**src/rtl/alpha_weighted_tap_accumulator_top_assert.svh**
```systemverilog
// Assertion macros used by the tap accumulator controller.
`ifndef ALPHA_WEIGHTED_TAP_ACCUMULATOR_TOP_ASSERT_SVH
`define ALPHA_WEIGHTED_TAP_ACCUMULATOR_TOP_ASSERT_SVH

// Same-cycle implication, clocked on clk_i, off while rst_ni is low.
`define AWTA_ASSERT_IMPL(lbl, ante, cons, msg) \
  lbl: assert property (@(posedge clk_i) disable iff (!rst_ni) (ante) |-> (cons)) \
    else $error(msg);

// Next-cycle implication, clocked on clk_i, off while rst_ni is low.
`define AWTA_ASSERT_NEXT(lbl, ante, cons, msg) \
  lbl: assert property (@(posedge clk_i) disable iff (!rst_ni) (ante) |=> (cons)) \
    else $error(msg);

`endif

```
**src/rtl/awta_pkg.sv**
```systemverilog
// Package: constants and controller/datapath interface types of the tap accumulator.
`default_nettype none

package awta_pkg;

  localparam int FRACTION_BITS = 14;
  localparam int MAX_TAPS      = 256;
  localparam int CHAN_MAX      = 255;

  localparam int CHAN_W  = 8;
  localparam int WGT_W   = 16;
  localparam int WA_W    = 24;   // alpha * weight
  localparam int PROD_W  = 32;   // colour * alpha * weight
  localparam int ASUM_W  = 40;
  localparam int CSUM_W  = 48;
  localparam int NUM_CH  = 3;
  localparam int QUO_W   = CHAN_W + 1;  // top bit flags quotient overflow
  localparam int DIV_STEPS = QUO_W;
  localparam int STEP_W  = $clog2(DIV_STEPS);
  localparam int TAP_CNT_W = (MAX_TAPS > 1) ? $clog2(MAX_TAPS) : 1;

  // Commands from the controller to the datapath
  typedef struct packed {
    logic capture;   // register a beat and form alpha * weight
    logic acc;       // add the tap into the sums
    logic load;      // take sums apart for the divide, clear them
    logic div_step;  // one quotient bit per channel
    logic emit;      // write the result register
  } awta_cmd_t;

  // Status from the datapath to the controller
  typedef struct packed {
    logic tap_final;  // current tap closes the output pixel
    logic out_busy;   // result register holds a beat that is stalled
  } awta_sts_t;

endpackage

`default_nettype wire

```
**src/rtl/alpha_weighted_tap_accumulator_top.sv**
```systemverilog
// Top level: alpha-weighted filter tap accumulator with per-pixel divide.
// A tap that does not close a pixel is captured with alpha*weight, then accumulated.
// A closing tap is accumulated, its sums loaded, put through a 9-step restoring divide
// (three channels at once) and written as a result before the next beat is taken; a stalled older result delays it.
// The result waits in an output register while the output stalls.
// Asynchronous active-low reset clears the sums, tap count, controller and result valid.
`default_nettype none

module alpha_weighted_tap_accumulator_top (
  input  wire logic                              clk_i,
  input  wire logic                              rst_ni,
  input  wire logic                              in_valid_i,
  output logic                                   in_stall_o,
  input  wire logic [awta_pkg::CHAN_W-1:0]        pix_alpha_i,
  input  wire logic [awta_pkg::CHAN_W-1:0]        pix_red_i,
  input  wire logic [awta_pkg::CHAN_W-1:0]        pix_green_i,
  input  wire logic [awta_pkg::CHAN_W-1:0]        pix_blue_i,
  input  wire logic signed [awta_pkg::WGT_W-1:0]  tap_weight_i,
  input  wire logic                              last_tap_i,
  output logic                                   out_valid_o,
  input  wire logic                              out_stall_i,
  output logic [awta_pkg::CHAN_W-1:0]            out_alpha_o,
  output logic [awta_pkg::CHAN_W-1:0]            out_red_o,
  output logic [awta_pkg::CHAN_W-1:0]            out_green_o,
  output logic [awta_pkg::CHAN_W-1:0]            out_blue_o
);
  import awta_pkg::*;

  awta_cmd_t cmd;
  awta_sts_t sts;

  awta_ctrl u_ctrl (
    .clk_i      (clk_i),
    .rst_ni     (rst_ni),
    .in_valid_i (in_valid_i),
    .in_stall_o (in_stall_o),
    .sts_i      (sts),
    .cmd_o      (cmd)
  );

  awta_dp u_dp (
    .clk_i        (clk_i),
    .rst_ni       (rst_ni),
    .pix_alpha_i  (pix_alpha_i),
    .pix_red_i    (pix_red_i),
    .pix_green_i  (pix_green_i),
    .pix_blue_i   (pix_blue_i),
    .tap_weight_i (tap_weight_i),
    .last_tap_i   (last_tap_i),
    .cmd_i        (cmd),
    .sts_o        (sts),
    .out_valid_o  (out_valid_o),
    .out_stall_i  (out_stall_i),
    .out_alpha_o  (out_alpha_o),
    .out_red_o    (out_red_o),
    .out_green_o  (out_green_o),
    .out_blue_o   (out_blue_o)
  );

endmodule

`default_nettype wire

```
**src/rtl/awta_ctrl.sv**
```systemverilog
// Controller: sequences capture, accumulate, divide and result write.
`default_nettype none

`include "alpha_weighted_tap_accumulator_top_assert.svh"

module awta_ctrl (
  input  wire logic                clk_i,
  input  wire logic                rst_ni,
  input  wire logic                in_valid_i,
  output logic                     in_stall_o,
  input  wire awta_pkg::awta_sts_t sts_i,
  output awta_pkg::awta_cmd_t      cmd_o
);
  import awta_pkg::*;

  localparam logic [2:0] ST_IDLE = 3'd0;
  localparam logic [2:0] ST_ACC  = 3'd1;
  localparam logic [2:0] ST_LOAD = 3'd2;
  localparam logic [2:0] ST_DIV  = 3'd3;
  localparam logic [2:0] ST_DONE = 3'd4;

  logic [2:0]        state_q, state_d;
  logic [STEP_W-1:0] step_q, step_d;
  logic              in_accept;

  assign in_stall_o = (state_q != ST_IDLE);
  assign in_accept  = in_valid_i && !in_stall_o;

  // Next state and commands
  always_comb begin
    state_d = state_q;
    step_d  = step_q;
    cmd_o   = '0;
    unique case (state_q)
      ST_IDLE: begin
        if (in_valid_i) begin
          cmd_o.capture = 1'b1;
          state_d = ST_ACC;
        end
      end
      ST_ACC: begin
        cmd_o.acc = 1'b1;
        state_d = sts_i.tap_final ? ST_LOAD : ST_IDLE;
      end
      ST_LOAD: begin
        cmd_o.load = 1'b1;
        step_d  = STEP_W'(DIV_STEPS - 1);
        state_d = ST_DIV;
      end
      ST_DIV: begin
        cmd_o.div_step = 1'b1;
        if (step_q == '0) begin
          state_d = ST_DONE;
        end else begin
          step_d = step_q - 1'b1;
        end
      end
      ST_DONE: begin
        if (!sts_i.out_busy) begin
          cmd_o.emit = 1'b1;
          state_d = ST_IDLE;
        end
      end
      default: begin
        state_d = ST_IDLE;
      end
    endcase
  end

  always_ff @(posedge clk_i or negedge rst_ni) begin
    if (!rst_ni) begin
      state_q <= ST_IDLE;
      step_q  <= '0;
    end else begin
      state_q <= state_d;
      step_q  <= step_d;
    end
  end

  `AWTA_ASSERT_IMPL(a_acc_follows_beat, state_q == ST_ACC, $past(in_accept), "accumulate without an accepted beat")
  `AWTA_ASSERT_NEXT(a_load_starts_div, cmd_o.load, (state_q == ST_DIV) && (step_q == STEP_W'(DIV_STEPS - 1)), "divide not started after load")
  `AWTA_ASSERT_NEXT(a_div_ends, (state_q == ST_DIV) && (step_q == '0), state_q == ST_DONE, "divide did not end after its last step")
  `AWTA_ASSERT_IMPL(a_emit_when_free, cmd_o.emit, !sts_i.out_busy, "result written over a stalled beat")

endmodule

`default_nettype wire

```
**src/rtl/awta_dp.sv**
```systemverilog
// Datapath: tap products, running sums, bit-serial divide and result register.
`default_nettype none

module awta_dp (
  input  wire logic                       clk_i,
  input  wire logic                       rst_ni,
  input  wire logic [awta_pkg::CHAN_W-1:0] pix_alpha_i,
  input  wire logic [awta_pkg::CHAN_W-1:0] pix_red_i,
  input  wire logic [awta_pkg::CHAN_W-1:0] pix_green_i,
  input  wire logic [awta_pkg::CHAN_W-1:0] pix_blue_i,
  input  wire logic signed [awta_pkg::WGT_W-1:0] tap_weight_i,
  input  wire logic                       last_tap_i,
  input  wire awta_pkg::awta_cmd_t        cmd_i,
  output awta_pkg::awta_sts_t             sts_o,
  output logic                            out_valid_o,
  input  wire logic                       out_stall_i,
  output logic [awta_pkg::CHAN_W-1:0]     out_alpha_o,
  output logic [awta_pkg::CHAN_W-1:0]     out_red_o,
  output logic [awta_pkg::CHAN_W-1:0]     out_green_o,
  output logic [awta_pkg::CHAN_W-1:0]     out_blue_o
);
  import awta_pkg::*;

  // Captured beat
  logic signed [WA_W-1:0]          wa_q;
  logic [NUM_CH-1:0][CHAN_W-1:0]   col_q;
  logic                            last_q;
  logic signed [WA_W-1:0]          wa_d;

  // Running sums and tap count
  logic [ASUM_W-1:0]               asum_q, asum_d;
  logic [NUM_CH-1:0][CSUM_W-1:0]   csum_q, csum_d;
  logic [TAP_CNT_W-1:0]            tap_cnt_q;

  // Divide state
  logic [CSUM_W-1:0]               dsh_q;
  logic [NUM_CH-1:0][CSUM_W-1:0]   rem_q, rem_d;
  logic [NUM_CH-1:0][QUO_W-1:0]    quo_q, quo_d;
  logic [NUM_CH-1:0]               neg_q;
  logic [CHAN_W-1:0]               ares_q;

  // Load-time values
  logic [ASUM_W-1:0]               den;
  logic [ASUM_W-1:0]               dmag;
  logic                            den_neg;
  logic signed [ASUM_W-1:0]        a_shr;
  logic [CHAN_W-1:0]               ares_d;
  logic [NUM_CH-1:0][CSUM_W-1:0]   nmag;
  logic [NUM_CH-1:0]               nneg;

  // Result register
  logic                            out_valid_q;
  logic [CHAN_W-1:0]               out_alpha_q;
  logic [NUM_CH-1:0][CHAN_W-1:0]   out_col_q;
  logic [NUM_CH-1:0][CHAN_W-1:0]   out_col_d;

  // alpha * weight, both operands at product width
  assign wa_d = $signed({{(WA_W-CHAN_W){1'b0}}, pix_alpha_i}) * WA_W'(tap_weight_i);

  always_ff @(posedge clk_i) begin
    if (cmd_i.capture) begin
      wa_q   <= wa_d;
      col_q  <= {pix_blue_i, pix_green_i, pix_red_i};
      last_q <= last_tap_i;
    end
  end

  // Tap accumulation: one colour product per lane
  always_comb begin
    logic signed [PROD_W-1:0] prod;
    asum_d = asum_q + ASUM_W'(wa_q);
    for (int c = 0; c < NUM_CH; c++) begin
      prod = $signed({{(PROD_W-CHAN_W){1'b0}}, col_q[c]}) * PROD_W'(wa_q);
      csum_d[c] = csum_q[c] + CSUM_W'(prod);
    end
  end

  always_ff @(posedge clk_i or negedge rst_ni) begin
    if (!rst_ni) begin
      asum_q    <= '0;
      csum_q    <= '0;
      tap_cnt_q <= '0;
    end else if (cmd_i.acc) begin
      asum_q    <= asum_d;
      csum_q    <= csum_d;
      tap_cnt_q <= tap_cnt_q + 1'b1;
    end else if (cmd_i.load) begin
      asum_q    <= '0;
      csum_q    <= '0;
      tap_cnt_q <= '0;
    end
  end

  assign sts_o.tap_final = last_q || (tap_cnt_q == TAP_CNT_W'(MAX_TAPS - 1));
  assign sts_o.out_busy  = out_valid_q && out_stall_i;

  // Divisor, its magnitude and the alpha result
  always_comb begin
    den     = (asum_q == '0) ? ASUM_W'(1 << FRACTION_BITS) : asum_q;
    den_neg = den[ASUM_W-1];
    dmag    = den_neg ? (~den + 1'b1) : den;
    a_shr   = $signed(asum_q) >>> FRACTION_BITS;
    if (asum_q[ASUM_W-1]) begin
      ares_d = '0;
    end else if (|a_shr[ASUM_W-1:CHAN_W]) begin
      ares_d = CHAN_W'(CHAN_MAX);
    end else begin
      ares_d = a_shr[CHAN_W-1:0];
    end
    for (int c = 0; c < NUM_CH; c++) begin
      nneg[c] = csum_q[c][CSUM_W-1];
      nmag[c] = nneg[c] ? (~csum_q[c] + 1'b1) : csum_q[c];
    end
  end

  // Restoring divide step; first step tests for a quotient above the byte range
  always_comb begin
    for (int c = 0; c < NUM_CH; c++) begin
      if (rem_q[c] >= dsh_q) begin
        rem_d[c] = rem_q[c] - dsh_q;
        quo_d[c] = {quo_q[c][QUO_W-2:0], 1'b1};
      end else begin
        rem_d[c] = rem_q[c];
        quo_d[c] = {quo_q[c][QUO_W-2:0], 1'b0};
      end
    end
  end

  always_ff @(posedge clk_i) begin
    if (cmd_i.load) begin
      dsh_q  <= CSUM_W'(dmag) << CHAN_W;
      rem_q  <= nmag;
      quo_q  <= '0;
      neg_q  <= nneg ^ {NUM_CH{den_neg}};
      ares_q <= ares_d;
    end else if (cmd_i.div_step) begin
      dsh_q <= dsh_q >> 1;
      rem_q <= rem_d;
      quo_q <= quo_d;
    end
  end

  // Clamp quotients into a byte
  always_comb begin
    for (int c = 0; c < NUM_CH; c++) begin
      if (neg_q[c]) begin
        out_col_d[c] = '0;
      end else if (quo_q[c][QUO_W-1]) begin
        out_col_d[c] = CHAN_W'(CHAN_MAX);
      end else begin
        out_col_d[c] = quo_q[c][CHAN_W-1:0];
      end
    end
  end

  // Result register
  always_ff @(posedge clk_i or negedge rst_ni) begin
    if (!rst_ni) begin
      out_valid_q <= 1'b0;
    end else if (cmd_i.emit) begin
      out_valid_q <= 1'b1;
    end else if (!out_stall_i) begin
      out_valid_q <= 1'b0;
    end
  end

  always_ff @(posedge clk_i) begin
    if (cmd_i.emit) begin
      out_alpha_q <= ares_q;
      out_col_q   <= out_col_d;
    end
  end

  assign out_valid_o = out_valid_q;
  assign out_alpha_o = out_alpha_q;
  assign out_red_o   = out_col_q[0];
  assign out_green_o = out_col_q[1];
  assign out_blue_o  = out_col_q[2];

endmodule

`default_nettype wire

```
**config.mk**
```make
export PLATFORM = sky130hd
export DESIGN_NAME = alpha_weighted_tap_accumulator_top
export DESIGN_NICKNAME = d
export VERILOG_FILES = /design/src/rtl/awta_pkg.sv /design/src/rtl/alpha_weighted_tap_accumulator_top.sv /design/src/rtl/awta_ctrl.sv /design/src/rtl/awta_dp.sv
export VERILOG_INCLUDE_DIRS = /design/src /design/src/rtl
export SDC_FILE = /design/constraint.sdc
export NUM_CORES = 2
export LEC_CHECK = 0
export BUFFER_PORTS_ARGS = -buffer_cell sky130_fd_sc_hd__buf_2
export CAP_MARGIN = 10
export CELL_PAD_IN_SITES_DETAIL_PLACEMENT = 0
export CELL_PAD_IN_SITES_GLOBAL_PLACEMENT = 1
export CORE_ASPECT_RATIO = 0.75
export CORE_MARGIN = 1.5
export CORE_UTILIZATION = 40
export CTS_CLUSTER_DIAMETER = 150
export DETAILED_ROUTE_END_ITERATION = 8
export PLACE_DENSITY = 0.65
export SYNTH_ARGS = -nofsm -noshare
export SYNTH_HDL_FRONTEND = slang
export SYNTH_SLANG_ARGS = --single-unit
```
**constraint.sdc**
```tcl
create_clock -name clk_i -period 14.7 [get_ports clk_i]
set_input_delay 1.47 -clock clk_i [delete_from_list [all_inputs] [get_ports clk_i]]
set_output_delay 1.47 -clock clk_i [all_outputs]
set_load 0.005 [all_outputs]
```
# ---- After elaboration in Yosys (flattened, before gate mapping)
# Cells that the tools add are included.
dict set report word_totals {
  ff_bits 511
  elab_cells 121
  inputBits 53
}
dict set report op_classes {
  mux 41
  n_addsub 13
  reduce_logical 18
  n_bitwise 5
  n_eq_ne 10
  mul 4
  order_cmp 3
}
# op count
set op_table {}
lappend op_table {{$mux W144} 4}
lappend op_table {{$mux W48} 8}
lappend op_table {{$mux W40} 4}
lappend op_table {{$add A48 B1 Y48 const B} 3}
lappend op_table {{$add A48 B48 Y48} 3}
lappend op_table {{$ge A48 B48 Y1} 3}
lappend op_table {{$not A48 Y48} 3}
lappend op_table {{$sub A48 B48 Y48} 3}
lappend op_table {{$mul A9 B24 Y32} 3}
lappend op_table {{$mux W8} 6}
lappend op_table {{$add A40 B1 Y40 const B} 1}
lappend op_table {{$add A40 B40 Y40} 1}
lappend op_table {{$logic_not A40 Y1} 1}
lappend op_table {{$not A40 Y40} 1}
lappend op_table {{$mul A9 B16 Y24} 1}
lappend op_table {{$reduce_or A18 Y1} 1}
lappend op_table {{$pmux W3 S5} 1}
lappend op_table {{$mux W1} 12}
lappend op_table {{$reduce_bool A2 Y1} 6}
lappend op_table {{$mux W3} 3}
lappend op_table {{$add A8 B1 Y8 const B} 1}
lappend op_table {{$eq A8 B8 Y1 const B} 1}
lappend op_table {{$pmux W4 S2} 1}
lappend op_table {{$reduce_and A2 Y1} 4}
lappend op_table {{other kinds (15)} 19}

# ---- Longest topological paths before layout
dict set report depth {
  word_depth 6
  mapped_depth 39
  ltp_nobuf 37
}

# ---- Cells and area by module
# From an unflattened synthesis, not the netlist that was laid out.
dict set report hier_totals {
  hier_cells 7313
  area_unflattened_um2 63068.0
}
# module instances seq_area_each_um2 area_per_inst_um2 cells_per_inst
set modules_own_cells {}
lappend modules_own_cells {awta_dp 1 13818.3 62671.4 7273}
lappend modules_own_cells {awta_ctrl 1 175.2 396.6 40}

# ---- Worst setup path after synthesis
# OpenSTA, ideal clock, no wires.
dict set report synth_timing {
  path_type {register -> register}
  startpoint {register u_dp.wa_q[23]}
  endpoint {register u_dp.csum_q[95] in the netlist's numbering}
  slack_ps 6447
  t_arrival_ps 8184
  n_path_buf 3
  stages_incl_launch_ff 34
  path_cell_list {edfxtp_1 -> clkbuf_1 -> clkbuf_1 -> nand2_1 -> fa_1 -> inv_1 -> fa_1 -> fa_1 -> inv_1 -> fa_1 -> inv_1 -> ha_1 -> a21o_1 -> a21oi_1 -> nor2b_1 -> a31oi_1 -> o311a_1 -> or3_1 -> nand4b_1 -> xnor2_1 -> ha_1 -> clkbuf_1 -> a21o_1 -> a21o_1 -> a21oi_1 -> nand2_1 -> o41ai_1 -> a311oi_1 -> a311oi_1 -> o21ai_0 -> a21oi_1 -> xor2_1 -> or3_1 -> nand3_1}
}
dict set report synth_via {
  elab_chain_cells 3
}
# element line_no
set synth_rtl {}
lappend synth_rtl {{start: declaration} awta_dp.sv:25} ;# logic signed [WA_W-1:0] wa_q;
lappend synth_rtl {{start signal: assignment} awta_dp.sv:62} ;# wa_q <= wa_d;
lappend synth_rtl {{$mul A9 B24 Y32} awta_dp.sv:73} ;# prod = $signed({{(PROD_W-CHAN_W){1'b0}}, col_q[c]}) * PROD_W'(wa_q);
lappend synth_rtl {{$add A48 B48 Y48} awta_dp.sv:74} ;# csum_d[c] = csum_q[c] + CSUM_W'(prod);
lappend synth_rtl {{$mux W144} awta_dp.sv:83} ;# end else if (cmd_i.acc) begin
lappend synth_rtl {{end signal: assignment} awta_dp.sv:85} ;# csum_q <= csum_d;
lappend synth_rtl {{end: declaration} awta_dp.sv:32} ;# logic [NUM_CH-1:0][CSUM_W-1:0] csum_q, csum_d;
# No other way between the ends.
# A chain may end at the register's enable or synchronous reset.

# ---- Worst setup path after layout
dict set report layout_timing {
  startpoint {register u_dp.wa_q[3]}
  endpoint {register u_dp.csum_q[47] in the netlist's numbering}
}
# Same word-level chain as after synthesis.

==> flow_metrics.tcl <==
set metrics [dict create \
    outcome "finished clean" \
    drc 0 \
    slew_headroom_pct 21.9 \
    crit_path_end_kind "flip-flop" \
    critPathMaxStageDelay_ps 1020 \
    top_usage_layer "met1" \
    ys.warnings.count 0 \
    crit_path_frequent_cell "a21oi_1" \
    core_um2 155000 \
    postSynthAreaPerCell_um2 8.66 \
    gp_congestion 0.890 \
    rsz0062_at_grt "no" \
    ys_async_sr_fraction_pct 39.1 \
    via_per_inst 5.37 \
    register_area_um2 14000 \
    synthesis.area_um2 62500 \
    multi_input_area_um2 44300 \
    wl_per_cell_um 20.3 \
    vias 50009 \
    start_util_pct 40.3 \
    worst_pin_slew_ps 1170 \
    worstPathRequired_ps 15270 \
    synth_edf_count 276 \
    synth_top_flop_cell "edfxtp_1" \
    synth_seq_area_share_pct 22.4 \
    gr-total-overflow 0 \
    io_pins 87 \
    dr.first_iter.drc_count 3638 \
    finalSetupViolations 0 \
    fp.dieW_um 460 \
    portBuffers 86 \
    die-area_um2 159000 \
    postCtsSetupRepairBufs 0 \
    fillCellCount 15432 \
    die_h_um 345 \
    tns_ps 0 \
    ant_nets 0 \
    dpl_cell_area_um2 65100 \
    grt_use_total_pct 23.7 \
    syn_nets 8403 \
    grt_pass1_vias 48323 \
    cts_sinks 511 \
    cts_made_buffers 68 \
    ctsHtreeMaxLevel 3 \
    cap_violations 0 \
    max_freq_ghz 0.100 \
    ys_seq_elements 511 \
    cp_max_fo 25 \
    reg2reg_depth 35 \
    cts_resized 0 \
    cp-start-kind "flip-flop" \
    use_met3_pct 3.87 \
    use_met1_pct 37.8 \
    dp_hpwl_mm 144 \
    cts_hold_buffers 0 \
    clk_path_buf_depth 3 \
    min_path_type "reg2reg" \
    finalMaxSlewViolations 0 \
    critPathKind "reg2reg" \
    post-route-min-period_ps 9970 \
    clk_pin_slew_ps 60 \
    synth.distinct_cells 84 \
    whs_path_depth 0 \
    cp.arrival_ps 10550 \
    pre_cts_slack_ps 4920 \
    cpMaxStageDelayCell "edfxtp_1" \
    insertion_delay_ps 700 \
    layout_common_cells "inv_1 (886), nand2_1 (876), ha_1 (581)" \
    finalClockSkew_ps 45.4 \
    grt_max_degree 95 \
    cts_root_buf "clkbuf_16" \
    area_delta_synth_final_pct 7.88 \
    post-route-cell-area_um2 67500 \
    tritoncts "built" \
    hold_violations 0 \
    syn_inst 7218 \
    rows 125 \
    drive_gt1_share_pct 4.46 \
    grt_pass1_wl_mm 293 \
    final_common_cell "inv_1" \
    final_util_pct 43.5 \
    drt_pass1_iterations 5 \
    gr-usage-met2_pct 33.1 \
    antenna_found_initial 3 \
    post-route-period-util_pct 67.8 \
    setup_slack_ps 4730 \
    fin_nets 8352 \
    drt-total-wl_mm 189 \
]
## synthesized netlist by cell type, types with 40 or more instances
master / n / area (um2)
a211oi_1: 66 / 495
a21o_1: 240 / 1800
a21oi_1: 441 / 2210
and2_1: 384 / 2400
and3_1: 47 / 294
clkbuf_1: 244 / 916
dfrtp_1: 200 / 5000
edfxtp_1: 276 / 8290
fa_1: 551 / 11000
ha_1: 581 / 7270
inv_1: 887 / 3330
nand2_1: 878 / 3300
nand2b_1: 85 / 532
nand3_1: 130 / 651
nand4_1: 50 / 313
nor2_1: 360 / 1350
nor2b_1: 53 / 332
nor3_1: 69 / 345
o21a_1: 48 / 360
o21ai_0: 462 / 2310
o21bai_1: 51 / 383
o31ai_1: 76 / 571
or3_1: 40 / 250
xnor2_1: 338 / 2960
xor2_1: 224 / 1960
## per-stage QoR
stage,hold WS (ps),instances
final,423,9318
after detailed placement,411,9192
after global routing,429,9316
after floorplan,400,7218
after CTS,425,9316
after global placement,407,9192
## sequential cells by signal, indices dropped and copies added (netlist names), 3 cells and up
name              cells
u_dp.rem_q          144
u_dp.tap_cnt_q        8
u_dp.out_blue_o       8
u_dp.out_green_o      8
u_dp.neg_q            3
u_dp.asum_q          40
u_dp.ares_q           8
u_dp.csum_q         144
u_dp.quo_q           27
u_dp.col_q           24
u_dp.out_alpha_o      8
u_dp.wa_q            24
u_ctrl.state_q        3
u_dp.dsh_q           48
u_ctrl.step_q         4
u_dp.out_red_o        8
## worst paths after layout
check	start	endpoint	slack [ps]
setup / recovery	u_dp.wa_q[3]$_DFFE_PP_	u_dp.csum_q[47]$_DFFE_PN0P_	4730
hold / removal	u_dp.ares_q[2]$_SDFFCE_PP0P_	u_dp.out_alpha_o[2]$_DFFE_PP_	420
setup reg to reg	u_dp.wa_q[3]$_DFFE_PP_	u_dp.csum_q[47]$_DFFE_PN0P_	4730
hold reg to reg	u_dp.ares_q[2]$_SDFFCE_PP0P_	u_dp.out_alpha_o[2]$_DFFE_PP_	420
max in group asynchronous	rst_ni	u_dp.csum_q[137]$_DFFE_PN0P_	12780
min in group asynchronous	rst_ni	u_dp.csum_q[56]$_DFFE_PN0P_	620
## worst max-delay path: cells and delay by family, from the launching register on
kind	cells	cell delay, ps
AOI/OAI and AO/OA	21	5210
xor gates and xnor gates	2	520
DFF	1	1020
and+or+nand+nor	3	300
buffers and inverters	3	140
adders and majority gates	6	2660
## layout make-up
class / count / area share, %
Inverter: 889 / 4.95
Timing Repair Buffer: 143 / 1.29
Tap cell: 2095 / 3.89
Antenna cell: 2 / 0.00742
Clock buffer: 84 / 2.69
Multi-Input combinational cell: 5554 / 65.7
Sequential cell: 511 / 20.7
Clock inverter: 40 / 0.766
## routing by layer
| layer | vias up | part of all wire, % |
|---|---|---|
| met5 | - | 0 |
| met4 | 0 | 2.0 |
| met3 | 168 | 6.0 |
| met2 | 1232 | 40 |
| met1 | 24347 | 52 |
| li1 | 24262 | - |
## cells by family after synthesis
group / Yosys count / synth area share (%)
xor gates and xnor gates: 562 / 7.87
muxes: 6 / 0.102
and+or+nand+nor: 2203 / 16.9
adders and majority gates: 1132 / 29.3
DFF: 511 / 22.4
buffers and inverters: 1153 / 6.92
AOI/OAI and AO/OA: 1651 / 16.5
Power is left out: the tool's default activity adds up to more than one toggle a clock period on the data nets, which glitch-free logic cannot reach.
